## src/design/kbc_pkg.sv

```systemverilog
// ----------------------------------------------------------------------------
// Keyboard controller package
// Shared constants, codes and types of the PS/2 keyboard controller core.
// ----------------------------------------------------------------------------
`timescale 1ns / 1ps

package kbc_pkg;

  // Default output queue depth and translation table size.
  localparam int QUEUE_DEPTH_DEF = 16;
  localparam int XLATE_DEPTH     = 256;

  // Event kinds on the input channel.
  typedef enum logic [1:0] {
    KIND_READ  = 2'd0,
    KIND_WRITE = 2'd1,
    KIND_SCAN  = 2'd2,
    KIND_LOAD  = 2'd3
  } kbc_kind_e;

  // I/O ports.
  localparam logic [15:0] PORT_DATA   = 16'h0060;
  localparam logic [15:0] PORT_SYSCTL = 16'h0061;
  localparam logic [15:0] PORT_CMD    = 16'h0064;
  localparam logic [7:0]  READ_UNMAPPED = 8'hFF;

  // Controller commands written to the command port.
  localparam logic [7:0] CCMD_READ_CMD  = 8'h20;
  localparam logic [7:0] CCMD_WRITE_CMD = 8'h60;
  localparam logic [7:0] CCMD_AUX_OFF   = 8'hA7;
  localparam logic [7:0] CCMD_AUX_ON    = 8'hA8;
  localparam logic [7:0] CCMD_KBD_OFF   = 8'hAD;
  localparam logic [7:0] CCMD_KBD_ON    = 8'hAE;
  localparam logic [7:0] CCMD_WRITE_OUT = 8'hD1;
  localparam logic [3:0] CCMD_PULSE_HI  = 4'hF;

  // Keyboard commands and responses.
  localparam logic [7:0] KCMD_SET_LEDS = 8'hED;
  localparam logic [7:0] KCMD_ECHO     = 8'hEE;
  localparam logic [7:0] KCMD_SCAN_SET = 8'hF0;
  localparam logic [7:0] KCMD_READ_ID  = 8'hF2;
  localparam logic [7:0] KCMD_ENABLE   = 8'hF4;
  localparam logic [7:0] KCMD_DISABLE  = 8'hF5;
  localparam logic [7:0] KCMD_NONE     = 8'h00;
  localparam logic [7:0] KRSP_ACK      = 8'hFA;
  localparam logic [7:0] KRSP_ERR      = 8'hFE;
  localparam logic [7:0] KRSP_ECHO     = 8'hEE;
  localparam logic [7:0] KRSP_ID1      = 8'h83;
  localparam logic [7:0] KRSP_ID2      = 8'hAB;
  localparam logic [7:0] SCAN_BREAK    = 8'hF0;
  localparam logic [7:0] BREAK_BIT     = 8'h80;

  // Command byte bit positions.
  localparam int CB_IRQ1    = 0;
  localparam int CB_SYSFLAG = 2;
  localparam int CB_IGNLOCK = 3;
  localparam int CB_KBD_OFF = 4;
  localparam int CB_AUX_OFF = 5;
  localparam int CB_XLATE   = 6;

  // Translation entries that keyboard responses use, kept in registers.
  localparam int KBC_SLOTS = 8;
  typedef enum logic [2:0] {
    SL_ACK  = 3'd0,
    SL_ERR  = 3'd1,
    SL_ECHO = 3'd2,
    SL_ID1  = 3'd3,
    SL_ID2  = 3'd4,
    SL_SET1 = 3'd5,
    SL_SET2 = 3'd6,
    SL_SET3 = 3'd7
  } kbc_slot_e;

  // Table index that each response slot mirrors.
  function automatic logic [7:0] slot_code(input kbc_slot_e slot);
    logic [7:0] code;
    case (slot)
      SL_ACK:  code = KRSP_ACK;
      SL_ERR:  code = KRSP_ERR;
      SL_ECHO: code = KRSP_ECHO;
      SL_ID1:  code = KRSP_ID1;
      SL_ID2:  code = KRSP_ID2;
      SL_SET1: code = 8'd1;
      SL_SET2: code = 8'd2;
      SL_SET3: code = 8'd3;
      default: code = KRSP_ACK;
    endcase
    return code;
  endfunction

  // Queue operation for one event: a pop or up to three pushes.
  typedef struct packed {
    logic            pop;
    logic [1:0]      push_n;
    logic [2:0][7:0] push_byte;
  } kbc_qop_t;

endpackage

```

## src/design/kbc_if.sv

```systemverilog
// ----------------------------------------------------------------------------
// Keyboard controller channels
// Valid/ready channels for events, results and the lock switch register.
// ----------------------------------------------------------------------------
`timescale 1ns / 1ps

// Event channel: bus accesses, scan bytes and table loads.
interface kbc_evt_if;
  logic        valid;
  logic        ready;
  logic [1:0]  kind;
  logic [15:0] port;
  logic [7:0]  data;
  logic        last_of_sequence;
  logic [7:0]  table_index;

  modport source (output valid, kind, port, data, last_of_sequence, table_index,
                  input ready);
  modport sink (input valid, kind, port, data, last_of_sequence, table_index,
                output ready);
endinterface

// Result channel: one result per event.
interface kbc_res_if;
  logic       valid;
  logic       ready;
  logic [7:0] read_data;
  logic       irq1;
  logic [7:0] leds;
  logic [1:0] scan_set_index;
  logic       reset_request;
  logic [4:0] queue_count;

  modport source (output valid, read_data, irq1, leds, scan_set_index, reset_request,
                  queue_count, input ready);
  modport sink (input valid, read_data, irq1, leds, scan_set_index, reset_request,
                queue_count, output ready);
endinterface

// Configuration channel: keyboard lock switch.
interface kbc_cfg_if;
  logic valid;
  logic ready;
  logic keyboard_lock;

  modport source (output valid, keyboard_lock, input ready);
  modport sink (input valid, keyboard_lock, output ready);
endinterface

```

## src/design/ps2_keyboard_controller_core.sv

```systemverilog
// ----------------------------------------------------------------------------
// PS/2 keyboard controller core
// Controller with attached keyboard model, driven one event at a time.
//
// Events arrive on evt_i: bus reads and writes at ports 0x60, 0x61 and 0x64,
// keyboard scan bytes, and loads into the scan code translation table. Each
// event gives exactly one result on res_o: read data, an irq1 pulse, a reset
// request pulse, and the LED byte, scan set and queue fill after the event.
// cfg_i writes the keyboard lock switch; it is always ready.
// An event is held in an input register, worked out in one pass of logic,
// and then moves into the result register that drives res_o. One event per
// cycle is sustained while res_o does not stall; the single compute stage
// between the two registers sets that rate. The table RAM read for a scan
// byte is issued at the transfer itself.
// When res_o stalls, the result register holds and the input register keeps
// the next event; once both are occupied, evt_i takes no further event until
// the result is transferred.
// Reset empties the queue and clears all controller and keyboard state; the
// translation table is undefined until loaded. No clearing pass is needed.
// ----------------------------------------------------------------------------
`timescale 1ns / 1ps

module ps2_keyboard_controller_core import kbc_pkg::*; #(
  parameter int QUEUE_DEPTH = QUEUE_DEPTH_DEF
) (
  input  logic       clk_i,
  input  logic       rst_ni,
  kbc_evt_if.sink    evt_i,
  kbc_res_if.source  res_o,
  kbc_cfg_if.sink    cfg_i
);

  localparam int LEN_W = $clog2(QUEUE_DEPTH + 1);

  // Handshake and input register.
  logic        evt_xfer;
  logic        s1_adv;
  logic        s1_valid_q;
  kbc_kind_e   s1_kind_q;
  logic [15:0] s1_port_q;
  logic [7:0]  s1_data_q;
  logic        s1_last_q;

  // Result register.
  logic       out_valid_q;
  logic [7:0] rd_q, rd_d;
  logic       irq_q, irq_d;
  logic       rst_req_q, rst_req_d;

  // Controller and keyboard state.
  logic [6:0] cmd_q, cmd_d;
  logic [7:0] ctrl_pend_q, ctrl_pend_d;
  logic [7:0] kbd_pend_q, kbd_pend_d;
  logic       iwc_q, iwc_d;
  logic       p61_q, p61_d;
  logic [7:0] led_q, led_d;
  logic [1:0] set_q, set_d;
  logic       bps_q, bps_d;
  logic       drop_q, drop_d;
  logic       lock_q;

  // Translation data.
  logic [7:0] shadow_q [KBC_SLOTS];
  logic [7:0] tab_rdata;

  // Queue.
  kbc_qop_t         qop, qop_raw;
  logic [7:0]       q_head;
  logic [LEN_W-1:0] q_len;
  logic             q_full;

  // Keyboard side results.
  logic [7:0]      kb_led, kb_pend;
  logic [1:0]      kb_set, kb_n;
  logic [2:0][7:0] kb_byte;
  logic [7:0]      ack_b, err_b, echo_b, id1_b, id2_b, setq_b;
  logic            xlate, inhib;
  kbc_slot_e       set_slot;

  assign evt_xfer    = evt_i.valid && evt_i.ready;
  assign s1_adv      = s1_valid_q && (!out_valid_q || res_o.ready);
  assign evt_i.ready = !s1_valid_q || s1_adv;
  assign cfg_i.ready = 1'b1;

  // Input register.
  always_ff @(posedge clk_i or negedge rst_ni) begin
    if (!rst_ni) begin
      s1_valid_q <= 1'b0;
    end else if (evt_i.ready) begin
      s1_valid_q <= evt_i.valid;
    end
  end

  always_ff @(posedge clk_i) begin
    if (evt_xfer) begin
      s1_kind_q <= kbc_kind_e'(evt_i.kind);
      s1_port_q <= evt_i.port;
      s1_data_q <= evt_i.data;
      s1_last_q <= evt_i.last_of_sequence;
    end
  end

  // Translation table; written and read at the event transfer.
  kbc_ram #(
    .WIDTH(8),
    .DEPTH(XLATE_DEPTH)
  ) u_xlate (
    .clk_i  (clk_i),
    .we_i   (evt_xfer && (evt_i.kind == KIND_LOAD)),
    .waddr_i(evt_i.table_index),
    .wdata_i(evt_i.data),
    .re_i   (evt_xfer),
    .raddr_i(evt_i.data),
    .rdata_o(tab_rdata)
  );

  // Register copies of the entries that keyboard responses translate through.
  always_ff @(posedge clk_i) begin
    if (evt_xfer && (evt_i.kind == KIND_LOAD)) begin
      for (int s = 0; s < KBC_SLOTS; s++) begin
        if (evt_i.table_index == slot_code(kbc_slot_e'(s))) begin
          shadow_q[3'(s)] <= evt_i.data;
        end
      end
    end
  end

  // Lock switch register.
  always_ff @(posedge clk_i or negedge rst_ni) begin
    if (!rst_ni) begin
      lock_q <= 1'b0;
    end else if (cfg_i.valid) begin
      lock_q <= cfg_i.keyboard_lock;
    end
  end

  assign xlate  = cmd_q[CB_XLATE];
  assign inhib  = cmd_q[CB_KBD_OFF] || (lock_q && !cmd_q[CB_IGNLOCK]);
  assign q_full = (q_len == LEN_W'(QUEUE_DEPTH));

  // Response bytes as they enter the queue, translated or raw.
  always_comb begin
    case (set_q)
      2'd0:    set_slot = SL_SET1;
      2'd1:    set_slot = SL_SET2;
      default: set_slot = SL_SET3;
    endcase
  end

  assign ack_b  = xlate ? shadow_q[SL_ACK]  : KRSP_ACK;
  assign err_b  = xlate ? shadow_q[SL_ERR]  : KRSP_ERR;
  assign echo_b = xlate ? shadow_q[SL_ECHO] : KRSP_ECHO;
  assign id1_b  = xlate ? shadow_q[SL_ID1]  : KRSP_ID1;
  assign id2_b  = xlate ? shadow_q[SL_ID2]  : KRSP_ID2;
  assign setq_b = xlate ? shadow_q[set_slot] : (8'(set_q) + 8'd1);

  // Keyboard command handling for a byte written to the data port.
  always_comb begin
    kb_led  = led_q;
    kb_set  = set_q;
    kb_pend = s1_data_q;
    kb_n    = 2'd1;
    kb_byte = '0;
    if (kbd_pend_q == KCMD_SET_LEDS) begin
      kb_led     = s1_data_q;
      kb_pend    = KCMD_NONE;
      kb_byte[0] = ack_b;
    end else if (kbd_pend_q == KCMD_SCAN_SET) begin
      kb_pend = KCMD_NONE;
      if (s1_data_q == 8'd0) begin
        kb_n       = 2'd2;
        kb_byte[0] = ack_b;
        kb_byte[1] = setq_b;
      end else if (s1_data_q <= 8'd3) begin
        kb_set     = s1_data_q[1:0] - 2'd1;
        kb_byte[0] = ack_b;
      end else begin
        kb_byte[0] = err_b;
      end
    end else begin
      case (s1_data_q)
        KCMD_SET_LEDS, KCMD_SCAN_SET, KCMD_ENABLE, KCMD_DISABLE: begin
          kb_byte[0] = ack_b;
        end
        KCMD_ECHO: begin
          kb_byte[0] = echo_b;
        end
        KCMD_READ_ID: begin
          kb_n       = 2'd3;
          kb_byte[0] = ack_b;
          kb_byte[1] = id1_b;
          kb_byte[2] = id2_b;
        end
        default: begin
          kb_byte[0] = err_b;
        end
      endcase
    end
  end

  // Event processing.
  always_comb begin
    cmd_d       = cmd_q;
    ctrl_pend_d = ctrl_pend_q;
    kbd_pend_d  = kbd_pend_q;
    iwc_d       = iwc_q;
    p61_d       = p61_q;
    led_d       = led_q;
    set_d       = set_q;
    bps_d       = bps_q;
    drop_d      = drop_q;
    rd_d        = '0;
    irq_d       = 1'b0;
    rst_req_d   = 1'b0;
    qop_raw     = '0;
    case (s1_kind_q)
      KIND_READ: begin
        if (s1_port_q == PORT_DATA) begin
          rd_d        = (q_len != '0) ? q_head : 8'd0;
          qop_raw.pop = 1'b1;
        end else if (s1_port_q == PORT_SYSCTL) begin
          p61_d = !p61_q;
          rd_d  = {3'b000, !p61_q, 4'b0000};
        end else if (s1_port_q == PORT_CMD) begin
          rd_d = {3'b000, lock_q, iwc_q, cmd_q[CB_SYSFLAG], 1'b0, (q_len != '0)};
        end else begin
          rd_d = READ_UNMAPPED;
        end
      end
      KIND_WRITE: begin
        if (s1_port_q == PORT_DATA) begin
          iwc_d = 1'b0;
          if (ctrl_pend_q == CCMD_WRITE_CMD) begin
            cmd_d       = s1_data_q[6:0];
            ctrl_pend_d = KCMD_NONE;
          end else if (ctrl_pend_q == CCMD_WRITE_OUT) begin
            ctrl_pend_d = KCMD_NONE;
          end else begin
            led_d      = kb_led;
            set_d      = kb_set;
            kbd_pend_d = kb_pend;
            if (!inhib) begin
              qop_raw.push_n    = kb_n;
              qop_raw.push_byte = kb_byte;
              irq_d             = cmd_q[CB_IRQ1];
            end
          end
        end else if (s1_port_q == PORT_CMD) begin
          iwc_d       = 1'b1;
          ctrl_pend_d = s1_data_q;
          case (s1_data_q)
            CCMD_READ_CMD: begin
              qop_raw.push_n       = 2'd1;
              qop_raw.push_byte[0] = {1'b0, cmd_q};
            end
            CCMD_AUX_OFF: cmd_d[CB_AUX_OFF] = 1'b1;
            CCMD_AUX_ON:  cmd_d[CB_AUX_OFF] = 1'b0;
            CCMD_KBD_OFF: cmd_d[CB_KBD_OFF] = 1'b1;
            CCMD_KBD_ON:  cmd_d[CB_KBD_OFF] = 1'b0;
            default: begin
              rst_req_d = (s1_data_q[7:4] == CCMD_PULSE_HI) && !s1_data_q[0];
            end
          endcase
        end
      end
      KIND_SCAN: begin
        if (!inhib) begin
          if (!drop_q) begin
            if (q_full) begin
              drop_d = 1'b1;
            end else if (xlate) begin
              if (bps_q) begin
                bps_d                = 1'b0;
                qop_raw.push_n       = 2'd1;
                qop_raw.push_byte[0] = tab_rdata | BREAK_BIT;
              end else if (s1_data_q == SCAN_BREAK) begin
                bps_d = 1'b1;
              end else begin
                qop_raw.push_n       = 2'd1;
                qop_raw.push_byte[0] = tab_rdata;
              end
            end else begin
              qop_raw.push_n       = 2'd1;
              qop_raw.push_byte[0] = s1_data_q;
            end
          end
          irq_d = s1_last_q && cmd_q[CB_IRQ1];
        end
        // The end of a sequence always drops a dangling prefix and drop state.
        if (s1_last_q) begin
          bps_d  = 1'b0;
          drop_d = 1'b0;
        end
      end
      default: begin
        // Table loads are done at the transfer.
      end
    endcase
  end

  assign qop = s1_adv ? qop_raw : '0;

  kbc_queue #(
    .DEPTH(QUEUE_DEPTH)
  ) u_queue (
    .clk_i (clk_i),
    .rst_ni(rst_ni),
    .op_i  (qop),
    .head_o(q_head),
    .len_o (q_len)
  );

  // State commits when the event leaves the input register.
  always_ff @(posedge clk_i or negedge rst_ni) begin
    if (!rst_ni) begin
      cmd_q       <= '0;
      ctrl_pend_q <= '0;
      kbd_pend_q  <= '0;
      iwc_q       <= 1'b0;
      p61_q       <= 1'b0;
      led_q       <= '0;
      set_q       <= '0;
      bps_q       <= 1'b0;
      drop_q      <= 1'b0;
    end else if (s1_adv) begin
      cmd_q       <= cmd_d;
      ctrl_pend_q <= ctrl_pend_d;
      kbd_pend_q  <= kbd_pend_d;
      iwc_q       <= iwc_d;
      p61_q       <= p61_d;
      led_q       <= led_d;
      set_q       <= set_d;
      bps_q       <= bps_d;
      drop_q      <= drop_d;
    end
  end

  // Result register.
  always_ff @(posedge clk_i or negedge rst_ni) begin
    if (!rst_ni) begin
      out_valid_q <= 1'b0;
    end else if (s1_adv) begin
      out_valid_q <= 1'b1;
    end else if (res_o.ready) begin
      out_valid_q <= 1'b0;
    end
  end

  always_ff @(posedge clk_i) begin
    if (s1_adv) begin
      rd_q      <= rd_d;
      irq_q     <= irq_d;
      rst_req_q <= rst_req_d;
    end
  end

  // State only moves together with the result register, so the LED byte,
  // scan set and queue fill are read straight from their registers.
  assign res_o.valid          = out_valid_q;
  assign res_o.read_data      = rd_q;
  assign res_o.irq1           = irq_q;
  assign res_o.reset_request  = rst_req_q;
  assign res_o.leds           = led_q;
  assign res_o.scan_set_index = set_q;
  assign res_o.queue_count    = 5'(q_len);

endmodule

```

## src/design/kbc_ram.sv

```systemverilog
// ----------------------------------------------------------------------------
// Generic RAM
// One write port and one read port with registered read data.
// ----------------------------------------------------------------------------
`timescale 1ns / 1ps

module kbc_ram #(
  parameter int WIDTH = 8,
  parameter int DEPTH = 256,
  localparam int ADDR_W = $clog2(DEPTH)
) (
  input  logic              clk_i,
  input  logic              we_i,
  input  logic [ADDR_W-1:0] waddr_i,
  input  logic [WIDTH-1:0]  wdata_i,
  input  logic              re_i,
  input  logic [ADDR_W-1:0] raddr_i,
  output logic [WIDTH-1:0]  rdata_o
);

  logic [WIDTH-1:0] mem [DEPTH];
  logic [WIDTH-1:0] rdata_q;

  // Write and registered read.
  always_ff @(posedge clk_i) begin
    if (we_i) begin
      mem[waddr_i] <= wdata_i;
    end
    if (re_i) begin
      rdata_q <= mem[raddr_i];
    end
  end

  assign rdata_o = rdata_q;

endmodule

```

## src/design/kbc_queue.sv

```systemverilog
// ----------------------------------------------------------------------------
// Keyboard controller output queue
// Shifting byte queue: pops at the head, takes up to three bytes at the tail.
// ----------------------------------------------------------------------------
`timescale 1ns / 1ps

module kbc_queue import kbc_pkg::*; #(
  parameter int DEPTH = QUEUE_DEPTH_DEF,
  localparam int LEN_W = $clog2(DEPTH + 1)
) (
  input  logic             clk_i,
  input  logic             rst_ni,
  input  kbc_qop_t         op_i,
  output logic [7:0]       head_o,
  output logic [LEN_W-1:0] len_o
);

  logic [7:0]       ent_q [DEPTH];
  logic [LEN_W-1:0] len_q, len_d;
  logic [LEN_W-1:0] free;
  logic [1:0]       take;

  // Bytes that still fit; the rest of a push is dropped.
  assign free = LEN_W'(DEPTH) - len_q;
  assign take = (LEN_W'(op_i.push_n) > free) ? free[1:0] : op_i.push_n;

  always_comb begin
    if (op_i.pop && (len_q != '0)) begin
      len_d = len_q - LEN_W'(1);
    end else begin
      len_d = len_q + LEN_W'(take);
    end
  end

  always_ff @(posedge clk_i or negedge rst_ni) begin
    if (!rst_ni) begin
      len_q <= '0;
    end else begin
      len_q <= len_d;
    end
  end

  // Each entry either shifts from its upper neighbor or takes a pushed byte.
  for (genvar gi = 0; gi < DEPTH; gi++) begin : g_entry
    localparam logic [LEN_W-1:0] IDX = LEN_W'(gi);
    logic [7:0]       upper;
    logic [LEN_W-1:0] off;
    logic             wr;

    if (gi < DEPTH - 1) begin : g_mid
      assign upper = ent_q[gi+1];
    end else begin : g_top
      assign upper = ent_q[gi];
    end

    assign off = IDX - len_q;
    assign wr  = (IDX >= len_q) && (off < LEN_W'(take));

    always_ff @(posedge clk_i) begin
      if (op_i.pop) begin
        ent_q[gi] <= upper;
      end else if (wr) begin
        ent_q[gi] <= op_i.push_byte[off[1:0]];
      end
    end
  end

  assign head_o = ent_q[0];
  assign len_o  = len_q;

endmodule

```

## src/flat_wrapper.sv

```systemverilog
// flat-port wrapper written by rule: the top's interface ports become plain ports
module ps2_keyboard_controller_core_flat import kbc_pkg::*;
#(
  parameter int QUEUE_DEPTH = QUEUE_DEPTH_DEF
)
  (clk_i, rst_ni, evt_i_valid, evt_i_kind, evt_i_port, evt_i_data, evt_i_last_of_sequence, evt_i_table_index, evt_i_ready, res_o_valid, res_o_read_data, res_o_irq1, res_o_leds, res_o_scan_set_index, res_o_reset_request, res_o_queue_count, res_o_ready, cfg_i_valid, cfg_i_keyboard_lock, cfg_i_ready);
  kbc_evt_if evt_i_i ();
  kbc_res_if res_o_i ();
  kbc_cfg_if cfg_i_i ();
  input  logic clk_i;
  input  logic rst_ni;
  input wire logic [$bits(evt_i_i.valid)-1:0] evt_i_valid;
  input wire logic [$bits(evt_i_i.kind)-1:0] evt_i_kind;
  input wire logic [$bits(evt_i_i.port)-1:0] evt_i_port;
  input wire logic [$bits(evt_i_i.data)-1:0] evt_i_data;
  input wire logic [$bits(evt_i_i.last_of_sequence)-1:0] evt_i_last_of_sequence;
  input wire logic [$bits(evt_i_i.table_index)-1:0] evt_i_table_index;
  output wire logic [$bits(evt_i_i.ready)-1:0] evt_i_ready;
  output wire logic [$bits(res_o_i.valid)-1:0] res_o_valid;
  output wire logic [$bits(res_o_i.read_data)-1:0] res_o_read_data;
  output wire logic [$bits(res_o_i.irq1)-1:0] res_o_irq1;
  output wire logic [$bits(res_o_i.leds)-1:0] res_o_leds;
  output wire logic [$bits(res_o_i.scan_set_index)-1:0] res_o_scan_set_index;
  output wire logic [$bits(res_o_i.reset_request)-1:0] res_o_reset_request;
  output wire logic [$bits(res_o_i.queue_count)-1:0] res_o_queue_count;
  input wire logic [$bits(res_o_i.ready)-1:0] res_o_ready;
  input wire logic [$bits(cfg_i_i.valid)-1:0] cfg_i_valid;
  input wire logic [$bits(cfg_i_i.keyboard_lock)-1:0] cfg_i_keyboard_lock;
  output wire logic [$bits(cfg_i_i.ready)-1:0] cfg_i_ready;
  assign evt_i_i.valid = evt_i_valid;
  assign evt_i_i.kind = evt_i_kind;
  assign evt_i_i.port = evt_i_port;
  assign evt_i_i.data = evt_i_data;
  assign evt_i_i.last_of_sequence = evt_i_last_of_sequence;
  assign evt_i_i.table_index = evt_i_table_index;
  assign evt_i_ready = evt_i_i.ready;
  assign res_o_valid = res_o_i.valid;
  assign res_o_read_data = res_o_i.read_data;
  assign res_o_irq1 = res_o_i.irq1;
  assign res_o_leds = res_o_i.leds;
  assign res_o_scan_set_index = res_o_i.scan_set_index;
  assign res_o_reset_request = res_o_i.reset_request;
  assign res_o_queue_count = res_o_i.queue_count;
  assign res_o_i.ready = res_o_ready;
  assign cfg_i_i.valid = cfg_i_valid;
  assign cfg_i_i.keyboard_lock = cfg_i_keyboard_lock;
  assign cfg_i_ready = cfg_i_i.ready;
  ps2_keyboard_controller_core #(.QUEUE_DEPTH(QUEUE_DEPTH)) u_core (.clk_i(clk_i), .rst_ni(rst_ni), .evt_i(evt_i_i), .res_o(res_o_i), .cfg_i(cfg_i_i));
endmodule
```

## config.mk

```make
export PLATFORM = sky130hd
export DESIGN_NAME = ps2_keyboard_controller_core_flat
export DESIGN_NICKNAME = d
export VERILOG_FILES = /design/src/design/kbc_pkg.sv /design/src/design/kbc_if.sv /design/src/design/ps2_keyboard_controller_core.sv /design/src/design/kbc_ram.sv /design/src/design/kbc_queue.sv /design/src/flat_wrapper.sv
export SDC_FILE = /design/constraint.sdc
export NUM_CORES = 2
export LEC_CHECK = 0
export BUFFER_PORTS_ARGS = -buffer_cell sky130_fd_sc_hd__buf_2
export CAP_MARGIN = 20
export CORE_ASPECT_RATIO = 1.1
export CORE_MARGIN = 2
export CORE_UTILIZATION = 25
export CTS_CLUSTER_DIAMETER = 120
export DETAILED_ROUTE_END_ITERATION = 16
export GPL_ROUTABILITY_DRIVEN = 0
export HOLD_SLACK_MARGIN = 0.1
export PLACE_DENSITY = 0.44
export SLEW_MARGIN = 20
export SYNTH_ARGS = -nofsm -noshare
export SYNTH_HDL_FRONTEND = slang
export SYNTH_SLANG_ARGS = --single-unit
```

## constraint.sdc

```tcl
create_clock -name clk_i -period 10.1 [get_ports clk_i]
set_input_delay 0.505 -clock clk_i [delete_from_list [all_inputs] [get_ports clk_i]]
set_output_delay 0.505 -clock clk_i [all_outputs]
set_load 0.03 [all_outputs]
```

==> key figures <==
Worst setup path
  • R2r setup slk: 2.97 ns
  • Worst r2r src: u_core.u_queue.len_o[1]
  • Max stage delay on crit path: 0.95 ns
  • Reg2Reg Depth: 18
  • Worst-path cell chain: clkinv_1 > ha_1 > and2_1 > ha_1 > nor3b_1 > nand3_1 > o2bb2ai_1 > o21ai_1 > ha_1 > nand2_1 > o2111a_1 > nand2b_1 > a31oi_4 > ha_1 > a21o_1 > nor4b_1 > o21ai_2 > mux2_2
  • Slowest-stage cell, CP: dfrtp_1
  • Kind of critical path: reg -> reg
  • FF-to-FF End: u_core.u_queue.ent_q[0][17]
  • Critical Path RT: 10.69 ns
  • Worst setup path startpoint: u_core.u_queue.len_o[1]
  • Crit path capture type: flop
  • Most used cell, CP: ha_1
  • Crit-path max FO: 25
  • WP data arrival: 7.72 ns
  • Worst Setup EP: u_core.u_queue.ent_q[0][17]
  • CP startpoint kind: flop

Logic synthesis
  • Adder-Cell Fraction of Synth Area: 0.00461
  • Number of synthesized flops with an enable pin: 2221
  • Post-synthesis sequential area ratio: 0.744
  • Synth Net Count: 4447
  • Synth cell types: 96
  • Syn Area/Cell: 20.8 sq um
  • XOR/XNOR Fraction of Synth Area: 0.00125
  • Ys flop type: edfxtp_1
  • Share of flip-flops with an asynchronous set or reset: 0.0199
  • Post-synthesis compound-gate area fraction: 0.0227
  • #FFs+latches synth: 2266
  • Cell area after synthesis: 91100 sq um
  • Gate Count Post-Synth: 4373
  • Synth Area in Simple Gates: 0.0342
  • Largest family of logic cells by synthesized area: multiplexers
  • Yosys warnings: 0
  • Mux cell area share after synthesis: 0.181

STA
  • Aggregate negative setup slack: 0 ns
  • Post-layout min period: 7.13 ns
  • Actual slew at the worst max-slew pin: 1.19 ns
  • Final worst-path cycle share: 0.706
  • Hold Vio Cnt, Final: 0
  • Fin. max-slew vios: 0
  • Max-slew headroom: 0.200
  • Setup violators final: 0
  • Clk_skew: 0.0404 ns
  • RSZ-0062 raised after global routing: false
  • Max Freq: 140 MHz

Clocking
  • CTS tree: built
  • Clk slew on worst S/H paths: 0.06 ns
  • Clk sinks: 2266
  • H-tree levels: 5
  • Clock Tree Buf Depth: 4
  • CTS Root Cell: clkbuf_16
  • Num CTS Buffers: 264
  • Post CTS Setup Buffer Count: 0
  • Clk_lat worst skew: 0.86 ns
  • CTS resizes: 0

Routing
  • Antenna viol nets, final: 0
  • Total wire length: 245000 um
  • Pre-antenna DRT Iters: 6
  • DR WL/cell: 25.6 um
  • DRT iter0 DRCs: 4108
  • Vias per std cell: 4.62
  • DRC: 0
  • Total vias in the final route: 44200

Layout
  • FILL cells: 35400
  • Final Cell Area: 106000 sq um
  • Layout cells sized above 1: 0.270
  • Nets: 4648
  • Area delta synth->final: 16.1%
  • Commonest non-fill, non-tap cells in the layout: edfxtp_1, mux4_2, nor2_1, clkbuf_16, nand2_1
  • Most common cell after layout, fill and taps aside: edfxtp_1

Power and ir drop
  • Worst VDD drop: 0.000116 V
  • Power per cell area: 199 nW/um^2
  • Lkg Pwr: 32.3 nW

Place
  • Placed Area: 97400 sq um
  • Port Buf Inserts: 67
  • DP HPWL: 152000 um

Floorplanning
  • Die Height: 637 um
  • Die span in x: 580 um
  • # IOs: 69
  • Row Count: 232
  • Placeable Area: 363000 sq um
  • Die area: 369000 sq um
  • Initial Utilization: 0.251

Global route
  • Vias in the first global route: 45900
  • First-pass GRT wire length: 350000 um
  • Largest net degree at the start of global routing: 172
  • GRT Overall Usage: 0.130
  • Antenna violations before repair: 13
  • GRT overflow: 0

Outcome
  • Status: finished, final reports clean

Job
  • Max-Cap Viols: 0

Hold path
  • Hold WC Path Type: in -> reg
[synth_stat cells, drive strengths merged (7+ instances only)]
cell / instances / share of area
and4: 14 / 0.0013
a22oi: 47 / 0.0039
inv: 50 / 0.0021
o21a: 8 / 0.00066
mux4: 648 / 0.16
dfrtp: 45 / 0.012
nand3: 40 / 0.0023
a21o: 10 / 0.00082
nor4: 12 / 0.0016
clkbuf: 153 / 0.0063
a22o: 12 / 0.0012
a221oi: 8 / 0.00091
nand2b: 10 / 0.00069
nand4: 16 / 0.0012
mux2i: 87 / 0.0096
nor3: 20 / 0.0013
edfxtp: 2221 / 0.73
o211ai: 13 / 0.0011
a31oi: 12 / 0.00099
a21oi: 54 / 0.0031
nor2b: 10 / 0.00069
buf: 86 / 0.0038
o21ai: 63 / 0.0035
mux2: 88 / 0.011
nor3b: 7 / 0.00058
and2: 8 / 0.00055
xnor2: 9 / 0.00086
and3: 14 / 0.00096
nand2: 125 / 0.0051
nor2: 338 / 0.014
o31ai: 8 / 0.00066
ha: 32 / 0.0044
a211oi: 7 / 0.00058
[state kept, by name (all words and copies together) (netlist names), 2 cells and up]
name / cells
u_core.res_o.scan_set_index: 2
u_core.u_xlate.rdata_o: 8
u_core.s1_data_q: 8
u_core.shadow_q: 28
u_core.cmd_q: 7
u_core.u_queue.len_o: 5
u_core.res_o.read_data: 8
u_core.s1_kind_q: 2
u_core.u_queue.ent_q: 128
u_core.u_xlate.mem: 2020
u_core.res_o.leds: 8
u_core.ctrl_pend_q: 8
u_core.kbd_pend_q: 8
u_core.s1_port_q: 16
[layer usage]
layer | up-vias | part of all wire | GRT usage | routed length [um]
met2 | 1205 | 0.49 | 0.218 | 121000
met1 | 24000 | 0.44 | 0.176 | 107000
met3 | 323 | 0.048 | 0.0190 | 11800
met5 | - | 0.00011 | 0 | 27
li1 | 18700 | - | - | -
met4 | 4 | 0.020 | 0.0298 | 5000
[area by class of cell]
class | instances | area (sq um) | area share
antenna | 5 | 12.5 | 0.000118
multi-input combinational | 1817 | 22300 | 0.211
clock inverter | 138 | 1140 | 0.0108
timing repair buffer | 174 | 1430 | 0.0135
clock buffer | 324 | 6930 | 0.0654
tap | 4797 | 6000 | 0.0567
inverter | 51 | 191 | 0.00181
sequential | 2266 | 67800 | 0.641
[critical path: cells and delay by family, from the launching register on]
kind	cells	cell delay, ns
buffers and inverters	1	0.88
adder cells (fa/ha/maj)	4	1.44
AND/OR/NAND/NOR	6	1.54
multiplexers	1	0.34
flip-flops	1	0.95
AO/OA/AOI/OAI	6	1.70
[power by group]
group / switching, W / total [W] / internal, W
clock network: 0.00385 / 0.00907 / 0.00522
logic: 0.00102 / 0.00156 / 0.000536
registers: 0.000106 / 0.0105 / 0.0104
total: 0.00498 / 0.0211 / 0.0161
[per-stage QoR]
step / setup WS, ns / hold WS [ns] / power [W] / utilization / cells
floorplan: 4.49 / 0.209 / 0.0116 / - / 4373
finish: 2.97 / 0.179 / 0.0211 / 0.292 / 9572
global route: 2.62 / 0.184 / 0.0218 / 0.292 / 9569
detailed placement: 3.10 / 0.469 / 0.0122 / 0.269 / 9076
global placement: 3.21 / 0.465 / 0.0122 / 0.268 / 9076
CTS: 3.09 / 0.130 / 0.0214 / 0.292 / 9567
[kinds of logic (layout without fill, tap and decap cells)]
logic type | count (synthesis) | after routing
AO/OA/AOI/OAI | 295 | 295
XOR/XNOR | 13 | 13
adder cells (fa/ha/maj) | 33 | 33
buffers and inverters | 290 | 687
flip-flops | 2266 | 2266
multiplexers | 823 | 823
other | 1 | 6
AND/OR/NAND/NOR | 652 | 652
[how the worst min path moves through the flow]
stage,to,slack (ns),cells past startpoint,from
2_1_floorplan,u_core.bps_q,0.21,0,rst_ni
6_report,u_core.u_xlate.mem[61][3],0.18,1,evt_i_data[3]
4_1_cts,u_core.u_xlate.mem[56][1],0.13,1,evt_i_data[1]
3_3_place_gp,u_core.p61_q,0.46,1,u_core.p61_q
3_5_place_dp,u_core.p61_q,0.47,1,u_core.p61_q
5_1_grt,u_core.u_xlate.mem[80][1],0.18,1,evt_i_data[1]
[timing repair]
action	4_1_cts	5_1_grt
setup endpoints to repair	0	0
hold endpoints to repair	153	0
hold buffers	29	0
Power figures use the tool's default switching activity.
